File: src/rtl/sqmrb_pkg.sv
// ----------------------------------------------------------------------------
// Squaring-mod random bytes: package
// Constants, microcode control word and program ROM for the sequencer.
// ----------------------------------------------------------------------------
package sqmrb_pkg;

    localparam int FUNC_W   = 2;
    localparam int DCNT_W   = 16;
    localparam int SEED_W   = 32;
    localparam int BYTE_W   = 8;
    localparam int MOD_W    = 24;
    localparam int MUL_W    = 25;
    localparam int PROD_W   = 2 * MUL_W;
    localparam int X_W      = 48;
    localparam int D_W      = 26;
    localparam int CORR_W   = 27;
    localparam int PC_W     = 4;

    localparam logic [MOD_W-1:0]  SQ_MOD     = 24'd12637769;
    localparam logic [CORR_W-1:0] SQ_MOD2    = 27'd25275538;
    localparam logic [MUL_W-1:0]  BRT_MU     = 25'd22272521;
    localparam logic [SEED_W-1:0] SEED_RESET = 32'd2014;

    localparam logic [FUNC_W-1:0] FN_GET        = 2'd0;
    localparam logic [FUNC_W-1:0] FN_GET_KERNEL = 2'd1;
    localparam logic [FUNC_W-1:0] FN_DISCARD    = 2'd2;

    localparam logic ST_OK     = 1'b0;
    localparam logic ST_DENIED = 1'b1;

    localparam logic [PC_W-1:0] PC_START = 4'd0;
    localparam logic [PC_W-1:0] PC_SQ    = 4'd5;
    localparam logic [PC_W-1:0] PC_DONE  = 4'd10;

    typedef enum logic {
        ST_IDLE,
        ST_RUN
    } t_state;

    typedef enum logic [3:0] {
        OP_NOP,
        OP_LOAD,
        OP_MULMU,
        OP_MULM,
        OP_SUB,
        OP_CORR,
        OP_CORRSV,
        OP_SQ,
        OP_DONE
    } t_op;

    typedef enum logic [1:0] {
        J_NONE,
        J_LT_MOD,
        J_MORE
    } t_jmp;

    typedef struct packed {
        t_op             op;
        t_jmp            jmp;
        logic [PC_W-1:0] target;
    } t_uword;

    typedef struct packed {
        t_op  op;
        logic seed_we;
    } t_dp_ctl;

    typedef struct packed {
        logic lt_mod;
    } t_dp_sts;

    function automatic t_uword f_ucode(input logic [PC_W-1:0] pc);
        t_uword uw;
        unique case (pc)
            4'd0:    uw = '{op: OP_LOAD,   jmp: J_LT_MOD, target: PC_SQ};
            4'd1:    uw = '{op: OP_MULMU,  jmp: J_NONE,   target: PC_START};
            4'd2:    uw = '{op: OP_MULM,   jmp: J_NONE,   target: PC_START};
            4'd3:    uw = '{op: OP_SUB,    jmp: J_NONE,   target: PC_START};
            4'd4:    uw = '{op: OP_CORR,   jmp: J_NONE,   target: PC_START};
            4'd5:    uw = '{op: OP_SQ,     jmp: J_NONE,   target: PC_START};
            4'd6:    uw = '{op: OP_MULMU,  jmp: J_NONE,   target: PC_START};
            4'd7:    uw = '{op: OP_MULM,   jmp: J_NONE,   target: PC_START};
            4'd8:    uw = '{op: OP_SUB,    jmp: J_NONE,   target: PC_START};
            4'd9:    uw = '{op: OP_CORRSV, jmp: J_MORE,   target: PC_SQ};
            default: uw = '{op: OP_DONE,   jmp: J_NONE,   target: PC_START};
        endcase
        return uw;
    endfunction

endpackage

File: src/rtl/sqmrb_ifs.sv
// ----------------------------------------------------------------------------
// Squaring-mod random bytes: channel interfaces
// Request, response and seed-write channels with valid/ready handshakes.
// ----------------------------------------------------------------------------
interface sqmrb_req_if;
    logic                         valid;
    logic                         ready;
    logic [sqmrb_pkg::FUNC_W-1:0] func;
    logic                         from_user;
    logic [sqmrb_pkg::DCNT_W-1:0] discard_count;
    logic                         last;

    modport source (output valid, func, from_user, discard_count, last, input ready);
    modport sink   (input valid, func, from_user, discard_count, last, output ready);
endinterface

interface sqmrb_rsp_if;
    logic                         valid;
    logic                         ready;
    logic [sqmrb_pkg::BYTE_W-1:0] random_byte;
    logic                         byte_valid;
    logic                         status;
    logic                         last_out;

    modport source (output valid, random_byte, byte_valid, status, last_out, input ready);
    modport sink   (input valid, random_byte, byte_valid, status, last_out, output ready);
endinterface

interface sqmrb_cfg_if;
    logic                         valid;
    logic                         ready;
    logic [sqmrb_pkg::SEED_W-1:0] data;

    modport source (output valid, data, input ready);
    modport sink   (input valid, data, output ready);
endinterface

File: src/rtl/squaring_mod_random_bytes.sv
// Byte request: the squaring loop runs twice per byte; a seed at or above the
// modulus first needs an extra reduction; a discard runs it twice per discarded byte.
// Refused, zero-count and unused requests go straight to the done step.
// One request in flight: the next beat is taken once the result is registered, which
// waits while a stalled result is held; the squaring loop uses the shared multiplier.
// Synchronous active-low reset: generator value 2014, sequencer idle, no result.
// ----------------------------------------------------------------------------
// Squaring-mod random bytes: top level
// Microcoded sequencer driving a modular-squaring datapath; seed write port.
// ----------------------------------------------------------------------------
module squaring_mod_random_bytes #(
    parameter int COUNT_BITS = 16
) (
    input  logic         i_clk,
    input  logic         i_rst_n,
    sqmrb_cfg_if.sink    i_cfg,
    sqmrb_req_if.sink    i_req,
    sqmrb_rsp_if.source  o_rsp
);

    localparam int CW    = (COUNT_BITS < sqmrb_pkg::DCNT_W) ? COUNT_BITS : sqmrb_pkg::DCNT_W;
    localparam int CNT_W = CW + 1;

    sqmrb_pkg::t_state r_state, n_state;
    logic [sqmrb_pkg::PC_W-1:0]   r_pc, n_pc;
    logic [CNT_W-1:0]             r_cnt, n_cnt;
    logic                         r_byte_ok, n_byte_ok;
    logic                         r_denied, n_denied;
    logic                         r_last, n_last;
    logic                         r_out_valid, n_out_valid;
    logic [sqmrb_pkg::BYTE_W-1:0] r_out_byte, n_out_byte;
    logic                         r_out_ok, n_out_ok;
    logic                         r_out_status, n_out_status;
    logic                         r_out_last, n_out_last;

    sqmrb_pkg::t_uword            w_uw;
    sqmrb_pkg::t_dp_ctl           w_ctl;
    sqmrb_pkg::t_dp_sts           w_sts;
    logic [sqmrb_pkg::BYTE_W-1:0] w_byte;
    logic [CW-1:0]                w_count;

    assign w_uw    = sqmrb_pkg::f_ucode(r_pc);
    assign w_count = i_req.discard_count[CW-1:0];

    sqmrb_dp u_dp (
        .i_clk   (i_clk),
        .i_rst_n (i_rst_n),
        .i_ctl   (w_ctl),
        .i_seed  (i_cfg.data),
        .o_sts   (w_sts),
        .o_byte  (w_byte)
    );

    always_ff @(posedge i_clk) begin
        if (!i_rst_n) begin
            r_state     <= sqmrb_pkg::ST_IDLE;
            r_pc        <= sqmrb_pkg::PC_START;
            r_out_valid <= 1'b0;
        end else begin
            r_state     <= n_state;
            r_pc        <= n_pc;
            r_out_valid <= n_out_valid;
        end
    end

    always_ff @(posedge i_clk) begin
        r_cnt        <= n_cnt;
        r_byte_ok    <= n_byte_ok;
        r_denied     <= n_denied;
        r_last       <= n_last;
        r_out_byte   <= n_out_byte;
        r_out_ok     <= n_out_ok;
        r_out_status <= n_out_status;
        r_out_last   <= n_out_last;
    end

    always_comb begin
        n_state      = r_state;
        n_pc         = r_pc;
        n_cnt        = r_cnt;
        n_byte_ok    = r_byte_ok;
        n_denied     = r_denied;
        n_last       = r_last;
        n_out_valid  = r_out_valid;
        n_out_byte   = r_out_byte;
        n_out_ok     = r_out_ok;
        n_out_status = r_out_status;
        n_out_last   = r_out_last;
        w_ctl.op      = sqmrb_pkg::OP_NOP;
        w_ctl.seed_we = i_cfg.valid && i_cfg.ready;

        if (o_rsp.valid && o_rsp.ready) begin
            n_out_valid = 1'b0;
        end

        unique case (r_state)
            sqmrb_pkg::ST_IDLE: begin
                if (i_req.valid) begin
                    n_state   = sqmrb_pkg::ST_RUN;
                    n_last    = i_req.last;
                    n_denied  = (i_req.func == sqmrb_pkg::FN_GET_KERNEL) && i_req.from_user;
                    n_byte_ok = (i_req.func == sqmrb_pkg::FN_GET)
                             || ((i_req.func == sqmrb_pkg::FN_GET_KERNEL) && !i_req.from_user);
                    if (n_byte_ok) begin
                        n_cnt = CNT_W'(2);
                        n_pc  = sqmrb_pkg::PC_START;
                    end else if ((i_req.func == sqmrb_pkg::FN_DISCARD) && (w_count != '0)) begin
                        n_cnt = {w_count, 1'b0};
                        n_pc  = sqmrb_pkg::PC_START;
                    end else begin
                        n_pc  = sqmrb_pkg::PC_DONE;
                    end
                end
            end
            sqmrb_pkg::ST_RUN: begin
                if (w_uw.op == sqmrb_pkg::OP_DONE) begin
                    if (!r_out_valid || o_rsp.ready) begin
                        n_out_valid  = 1'b1;
                        n_out_byte   = r_byte_ok ? w_byte : '0;
                        n_out_ok     = r_byte_ok;
                        n_out_status = r_denied ? sqmrb_pkg::ST_DENIED : sqmrb_pkg::ST_OK;
                        n_out_last   = r_last;
                        n_state      = sqmrb_pkg::ST_IDLE;
                    end
                end else begin
                    w_ctl.op = w_uw.op;
                    n_pc     = r_pc + sqmrb_pkg::PC_W'(1);
                    unique case (w_uw.jmp)
                        sqmrb_pkg::J_LT_MOD: begin
                            if (w_sts.lt_mod) begin
                                n_pc = w_uw.target;
                            end
                        end
                        sqmrb_pkg::J_MORE: begin
                            if (r_cnt != CNT_W'(1)) begin
                                n_pc = w_uw.target;
                            end
                        end
                        default: begin
                        end
                    endcase
                    if (w_uw.op == sqmrb_pkg::OP_CORRSV) begin
                        n_cnt = r_cnt - CNT_W'(1);
                    end
                end
            end
            default: begin
                n_state = sqmrb_pkg::ST_IDLE;
            end
        endcase
    end

    assign i_req.ready       = (r_state == sqmrb_pkg::ST_IDLE);
    assign i_cfg.ready       = (r_state == sqmrb_pkg::ST_IDLE);
    assign o_rsp.valid       = r_out_valid;
    assign o_rsp.random_byte = r_out_byte;
    assign o_rsp.byte_valid  = r_out_ok;
    assign o_rsp.status      = r_out_status;
    assign o_rsp.last_out    = r_out_last;

endmodule

File: src/rtl/sqmrb_dp.sv
// ----------------------------------------------------------------------------
// Squaring-mod random bytes: datapath
// Generator value, one shared 25x25 multiplier and Barrett reduction stages.
// ----------------------------------------------------------------------------
module sqmrb_dp (
    input  logic                         i_clk,
    input  logic                         i_rst_n,
    input  sqmrb_pkg::t_dp_ctl           i_ctl,
    input  logic [sqmrb_pkg::SEED_W-1:0] i_seed,
    output sqmrb_pkg::t_dp_sts           o_sts,
    output logic [sqmrb_pkg::BYTE_W-1:0] o_byte
);

    logic [sqmrb_pkg::SEED_W-1:0] r_v;
    logic [sqmrb_pkg::X_W-1:0]    r_x;
    logic [sqmrb_pkg::PROD_W-1:0] r_p;
    logic [sqmrb_pkg::D_W-1:0]    r_d;
    logic [sqmrb_pkg::MOD_W-1:0]  r_r;
    logic [sqmrb_pkg::BYTE_W-1:0] r_b;

    logic [sqmrb_pkg::MUL_W-1:0]  w_a;
    logic [sqmrb_pkg::MUL_W-1:0]  w_bm;
    logic [sqmrb_pkg::PROD_W-1:0] w_prod;
    logic [sqmrb_pkg::CORR_W-1:0] w_d1;
    logic [sqmrb_pkg::CORR_W-1:0] w_d2;
    logic [sqmrb_pkg::MOD_W-1:0]  w_corr;

    always_comb begin
        unique case (i_ctl.op) inside
            sqmrb_pkg::OP_MULMU: begin
                w_a  = r_x[sqmrb_pkg::X_W-1 -: sqmrb_pkg::MUL_W];
                w_bm = sqmrb_pkg::BRT_MU;
            end
            sqmrb_pkg::OP_MULM: begin
                w_a  = r_p[sqmrb_pkg::PROD_W-1 -: sqmrb_pkg::MUL_W];
                w_bm = {1'b0, sqmrb_pkg::SQ_MOD};
            end
            sqmrb_pkg::OP_SQ: begin
                w_a  = {1'b0, r_r};
                w_bm = {1'b0, r_r};
            end
            default: begin
                w_a  = '0;
                w_bm = '0;
            end
        endcase
    end

    assign w_prod = w_a * w_bm;

    // bring a Barrett remainder in [0, 3M) down to [0, M)
    assign w_d1 = {1'b0, r_d} - {3'b000, sqmrb_pkg::SQ_MOD};
    assign w_d2 = {1'b0, r_d} - sqmrb_pkg::SQ_MOD2;

    always_comb begin
        if (!w_d2[sqmrb_pkg::CORR_W-1]) begin
            w_corr = w_d2[sqmrb_pkg::MOD_W-1:0];
        end else if (!w_d1[sqmrb_pkg::CORR_W-1]) begin
            w_corr = w_d1[sqmrb_pkg::MOD_W-1:0];
        end else begin
            w_corr = r_d[sqmrb_pkg::MOD_W-1:0];
        end
    end

    always_ff @(posedge i_clk) begin
        if (!i_rst_n) begin
            r_v <= sqmrb_pkg::SEED_RESET;
        end else if (i_ctl.seed_we) begin
            r_v <= i_seed;
        end else if (i_ctl.op == sqmrb_pkg::OP_CORRSV) begin
            r_v <= {{(sqmrb_pkg::SEED_W-sqmrb_pkg::MOD_W){1'b0}}, w_corr};
        end
    end

    always_ff @(posedge i_clk) begin
        unique case (i_ctl.op) inside
            sqmrb_pkg::OP_LOAD: begin
                r_x <= {{(sqmrb_pkg::X_W-sqmrb_pkg::SEED_W){1'b0}}, r_v};
                r_r <= r_v[sqmrb_pkg::MOD_W-1:0];
            end
            sqmrb_pkg::OP_MULMU, sqmrb_pkg::OP_MULM: begin
                r_p <= w_prod;
            end
            sqmrb_pkg::OP_SQ: begin
                r_x <= w_prod[sqmrb_pkg::X_W-1:0];
            end
            sqmrb_pkg::OP_SUB: begin
                r_d <= r_x[sqmrb_pkg::D_W-1:0] - r_p[sqmrb_pkg::D_W-1:0];
            end
            sqmrb_pkg::OP_CORR: begin
                r_r <= w_corr;
            end
            sqmrb_pkg::OP_CORRSV: begin
                r_r <= w_corr;
                r_b <= {w_corr[3:0], r_b[sqmrb_pkg::BYTE_W-1:4]};
            end
            default: begin
            end
        endcase
    end

    assign o_sts.lt_mod = (r_v < {{(sqmrb_pkg::SEED_W-sqmrb_pkg::MOD_W){1'b0}}, sqmrb_pkg::SQ_MOD});
    assign o_byte       = r_b;

endmodule

File: src/flat_wrapper.sv
// flat-port wrapper written by rule: the top's interface ports become plain ports
module squaring_mod_random_bytes_flat 
#(
    parameter int COUNT_BITS = 16
)
  (i_clk, i_rst_n, i_cfg_valid, i_cfg_data, i_cfg_ready, i_req_valid, i_req_func, i_req_from_user, i_req_discard_count, i_req_last, i_req_ready, o_rsp_valid, o_rsp_random_byte, o_rsp_byte_valid, o_rsp_status, o_rsp_last_out, o_rsp_ready);
  sqmrb_cfg_if i_cfg_i ();
  sqmrb_req_if i_req_i ();
  sqmrb_rsp_if o_rsp_i ();
  input  logic i_clk;
  input  logic i_rst_n;
  input wire logic [$bits(i_cfg_i.valid)-1:0] i_cfg_valid;
  input wire logic [$bits(i_cfg_i.data)-1:0] i_cfg_data;
  output wire logic [$bits(i_cfg_i.ready)-1:0] i_cfg_ready;
  input wire logic [$bits(i_req_i.valid)-1:0] i_req_valid;
  input wire logic [$bits(i_req_i.func)-1:0] i_req_func;
  input wire logic [$bits(i_req_i.from_user)-1:0] i_req_from_user;
  input wire logic [$bits(i_req_i.discard_count)-1:0] i_req_discard_count;
  input wire logic [$bits(i_req_i.last)-1:0] i_req_last;
  output wire logic [$bits(i_req_i.ready)-1:0] i_req_ready;
  output wire logic [$bits(o_rsp_i.valid)-1:0] o_rsp_valid;
  output wire logic [$bits(o_rsp_i.random_byte)-1:0] o_rsp_random_byte;
  output wire logic [$bits(o_rsp_i.byte_valid)-1:0] o_rsp_byte_valid;
  output wire logic [$bits(o_rsp_i.status)-1:0] o_rsp_status;
  output wire logic [$bits(o_rsp_i.last_out)-1:0] o_rsp_last_out;
  input wire logic [$bits(o_rsp_i.ready)-1:0] o_rsp_ready;
  assign i_cfg_i.valid = i_cfg_valid;
  assign i_cfg_i.data = i_cfg_data;
  assign i_cfg_ready = i_cfg_i.ready;
  assign i_req_i.valid = i_req_valid;
  assign i_req_i.func = i_req_func;
  assign i_req_i.from_user = i_req_from_user;
  assign i_req_i.discard_count = i_req_discard_count;
  assign i_req_i.last = i_req_last;
  assign i_req_ready = i_req_i.ready;
  assign o_rsp_valid = o_rsp_i.valid;
  assign o_rsp_random_byte = o_rsp_i.random_byte;
  assign o_rsp_byte_valid = o_rsp_i.byte_valid;
  assign o_rsp_status = o_rsp_i.status;
  assign o_rsp_last_out = o_rsp_i.last_out;
  assign o_rsp_i.ready = o_rsp_ready;
  squaring_mod_random_bytes #(.COUNT_BITS(COUNT_BITS)) u_core (.i_clk(i_clk), .i_rst_n(i_rst_n), .i_cfg(i_cfg_i), .i_req(i_req_i), .o_rsp(o_rsp_i));
endmodule
File: config.mk
export PLATFORM = sky130hd
export DESIGN_NAME = squaring_mod_random_bytes_flat
export DESIGN_NICKNAME = d
export VERILOG_FILES = /design/src/rtl/sqmrb_pkg.sv /design/src/rtl/sqmrb_ifs.sv /design/src/rtl/squaring_mod_random_bytes.sv /design/src/rtl/sqmrb_dp.sv /design/src/flat_wrapper.sv
export SDC_FILE = /design/constraint.sdc
export NUM_CORES = 2
export LEC_CHECK = 0
export BUFFER_PORTS_ARGS = -buffer_cell sky130_fd_sc_hd__buf_2
export CAP_MARGIN = 20
export CORE_MARGIN = 4
export CORE_UTILIZATION = 35
export CTS_CLUSTER_DIAMETER = 120
export CTS_CLUSTER_SIZE = 20
export DETAILED_ROUTE_END_ITERATION = 8
export PLACE_DENSITY = 0.59
export SYNTH_ARGS = -nofsm -noshare
export SYNTH_HDL_FRONTEND = slang
export SYNTH_SLANG_ARGS = --single-unit
File: constraint.sdc
create_clock -name i_clk -period 8.4 [get_ports i_clk]
set_input_delay 0.42 -clock i_clk [delete_from_list [all_inputs] [get_ports i_clk]]
set_output_delay 0.42 -clock i_clk [all_outputs]
set_load 0.005 [all_outputs]
==> results.md <==
* Status: finished, final reports clean
* Drt total wl at ~100,000 um
* CP arrival at 8.50 ns
* Synthesized area at 31,700 um^2
* Synthesis warning total at 0
* Kind of critical path: flip-flop to flip-flop
* Vias post-DR at ~25,000
* GRT Total Usage at 21.6%
* Mapped Cells at approximately 3,500
* Cell Area, Placed at approximately 35,000 um^2
* Vias/cell at between 5 and 6
* Layout Nets at ~4,500
* Slew margin rel. at a little over a quarter
* Core area at around 90,000 um^2
* Most frequent cells in the layout: inv_1 (720), nand2_1 (548), fa_1 (527)
* Startpoint Class: flip-flop
* Clock root cell: clkbuf_16
* Maxcap violations at 0
* Die footprint at about 96,000 um^2
* Dpl ws at -0.146 ns
* Power per Cell Area at 96.4 nW/um^2
* Detail Placement HPWL at roughly 84,000 um
* CTS tree: done
* Worst Hold Launch: i_req_last
* Cell taking the most area after synthesis: fa_1
* Yosys cell types at 90
* Leak at roughly 17 nW
* Highest Clock Rate at 122 MHz
* Vias in the first global route at roughly 25,000
* R2r startpoint: u_core.w_uw[6]
* Minimum clock period after layout at between 8 and 9 ns
* Critical Path RT at between 8 and 9 ns
* DRC at 0
* Row count at 110
* Initial Util at 35.3%
* Yosys reg bits at about 230
* CTS Buffer Depth at 3
* Post-synthesis sequential area ratio at about a fifth
* Critical path peak fanout at 35
* Clock skew at between 0.02 and 0.025 ns
* Setup crit end kind: flip-flop
* CTS buffer count at 15
* Avg Inst Size Synth at around 9.1 um^2
* Critical path's slowest cell: fa_1
* Largest net degree at the start of global routing at 58
* Post-synth EDFFs at between 150 and 200
* Final Cycle Share at a little over nine tenths
* Routed WL per cell at 21.0 um
* Most frequent cell on the critical path: fa_1
* Multi-input gate area at between 20,000 and 25,000 um^2
* Worst min path class: input port to flip-flop
* Internal power at approximately 2.2 mW
* GPL Wtd Cong at around 0.96
* Fin area at about 36,000 um^2
* Antenna violations before repair at 1
* Top_reg_cell synth: edfxtp_1
* Io pins at around 70
* Final hold viol count at 0
* PnR worst setup slack at between 0.15 and 0.2 ns
* Switching share of total power at a little over a third
* Input/output buffers at 70
* Post-route ant nets at 0
* H-tree depth at 1
* Max-slew violation count at 0
* Layout cells sized above 1 at around 11%
* Net Switching at about 1.2 mW
* FILL cells at ~9,100
* Crit-path max cell delay at about 0.53 ns
* Sequential fraction of design power at between 40 and 50%
* CTS Hold Bufs at 0
* Critical path launch point: u_core.w_uw[6]
* Synth async-reset ratio at 0%
* Die span in y at 309 um
* Initial DRC count at 1,900
* Area growth syn-to-layout at 12.4%
* Die W at roughly 310 um
* Top cells by area, synth: fa_1 (33%), edfxtp_1 (18%), ha_1 (8.7%)
* Peak VDD IR at roughly 0.000092 V
* Slew at the pin with the worst max-slew slack at approximately 1.1 ns
* First-pass GRT wire length at between 150,000 and 200,000 um
* # setup viols final at 0
* Clock latency on the worst-skew pair at between 0.5 and 0.6 ns
* Diodes inserted at 0
* Final core utilization at ~40%
* Clk slew on worst S/H paths at approximately 0.09 ns
* Clk network pwr share at 22.5%
* Total clock sinks at ~230
* Register area at between 6000 and 7000 um^2
* Remaining global-route overflow at 0
* Logic pwr share at 35.1%
* Share of the synthesized area in the top cell type at 33.2%
* Commonest non-fill, non-tap cell in the layout: inv_1
* DR pass1 iterations at 8
* Total Power at between 3 and 4 mW
-- flip-flops by register name, indices dropped and copies added (netlist names) --
signal / flops
u_core.o_rsp.status: 1
u_core.r_cnt: 17
u_core.o_rsp.byte_valid: 1
u_core.u_dp.r_d: 26
u_core.r_denied: 1
u_core.o_rsp.valid: 1
u_core.w_uw: 7
u_core.u_dp.r_r: 24
u_core.o_rsp.random_byte: 8
u_core.u_dp.r_v: 32
u_core.u_dp.o_byte: 8
u_core.r_pc: 4
u_core.r_state: 1
u_core.u_dp.r_x: 48
u_core.r_last: 1
u_core.r_byte_ok: 1
u_core.u_dp.r_p: 50
u_core.o_rsp.last_out: 1
-- layer usage --
metal	up-vias	GRT usage (%)	share of wire, %
met5	-	0	0.013
met4	2	8.58	5.1
met3	195	4.58	7.9
met2	931	34.9	46
met1	12270	28.5	41
li1	11227	-	-
-- cells in the mapped netlist (all sizes together), types with 5 or more instances --
library cell	number
inv	724
nand2	551
fa	527
nor2	327
ha	222
edfxtp	187
clkbuf	120
a21oi	109
o21ai	84
xnor2	73
and2	57
dfxtp	45
a21o	42
nand3	37
xor2	35
buf	22
mux2	22
a22oi	20
nor3	20
a211o	16
nand2b	16
a211oi	15
nor4	15
o21a	15
and3	14
nor2b	14
a21boi	13
a31oi	13
nand4	12
o21bai	10
a221o	9
o2111ai	6
o211ai	6
o311ai	6
o22ai	5
or2	5
or3	5
-- per-stage QoR --
step | setup TNS [ns] | hold WS, ns | cells
2_1_floorplan | 0 | 0.400 | 3494
3_3_place_gp | -0.179 | 0.419 | 4834
3_5_place_dp | -0.528 | 0.421 | 4835
4_1_cts | 0 | 0.0801 | 4861
5_1_grt | -0.0251 | 0.0794 | 4871
6_report | 0 | 0.101 | 4871
-- final cells by class --
class | instances | share of cell area (%)
clock buffers | 25 | 1.27
clock inverters | 1 | 0.0245
inverters | 726 | 7.65
multi-input cells | 2395 | 62.0
flip-flops and latches | 232 | 18.3
well taps | 1176 | 4.12
repair buffers | 316 | 6.65
-- critical path: cells and delay by family (launching register included) --
kind	cells	cell delay, ns
buffers and inverters	9	1.35
flip-flops	1	0.47
AO/OA/AOI/OAI	6	1.17
XOR/XNOR	1	0.17
adder cells (fa/ha/maj)	8	3.84
AND/OR/NAND/NOR	6	0.95
-- power groups by stage --
stage	logic, mW	clock network [mW]	registers, mW
finish	1.21	0.775	1.46
global route	1.31	0.840	1.47
CTS	1.19	0.795	1.45
detailed placement	1.18	0	1.48
global placement	1.17	0	1.48
floorplan	0.679	0	1.45
-- repair_timing --
item	CTS	global route
gates cloned	0	2
setup buffers	0	7
setup endpoints to repair	15	39
gates resized for setup	2	40
pin swaps	0	6
-- kinds of logic (layout without fill, tap and decap cells) --
family,after synthesis,count (layout),synth area share (%)
AOI/OAI and AO/OA,417,417,8.91
other,2,10,0.0237
and+or+nand+nor,1085,1086,14.4
muxes,25,25,0.875
xor gates and xnor gates,108,108,2.98
adders and majority gates,749,749,42.0
buffers and inverters,868,1068,10.3
DFF,232,232,20.5
-- path summary, 6_finish.rpt --
check | to | slack, ns | cells after the start
max | u_core.u_dp.r_x[37] | 0.17 | 30
min | u_core.r_last | 0.10 | 1
max reg2reg | u_core.u_dp.r_x[37] | 0.17 | 30
min reg2reg | u_core.o_rsp.last_out | 0.44 | 0
No activity file was read; power rests on OpenSTA's default activity.
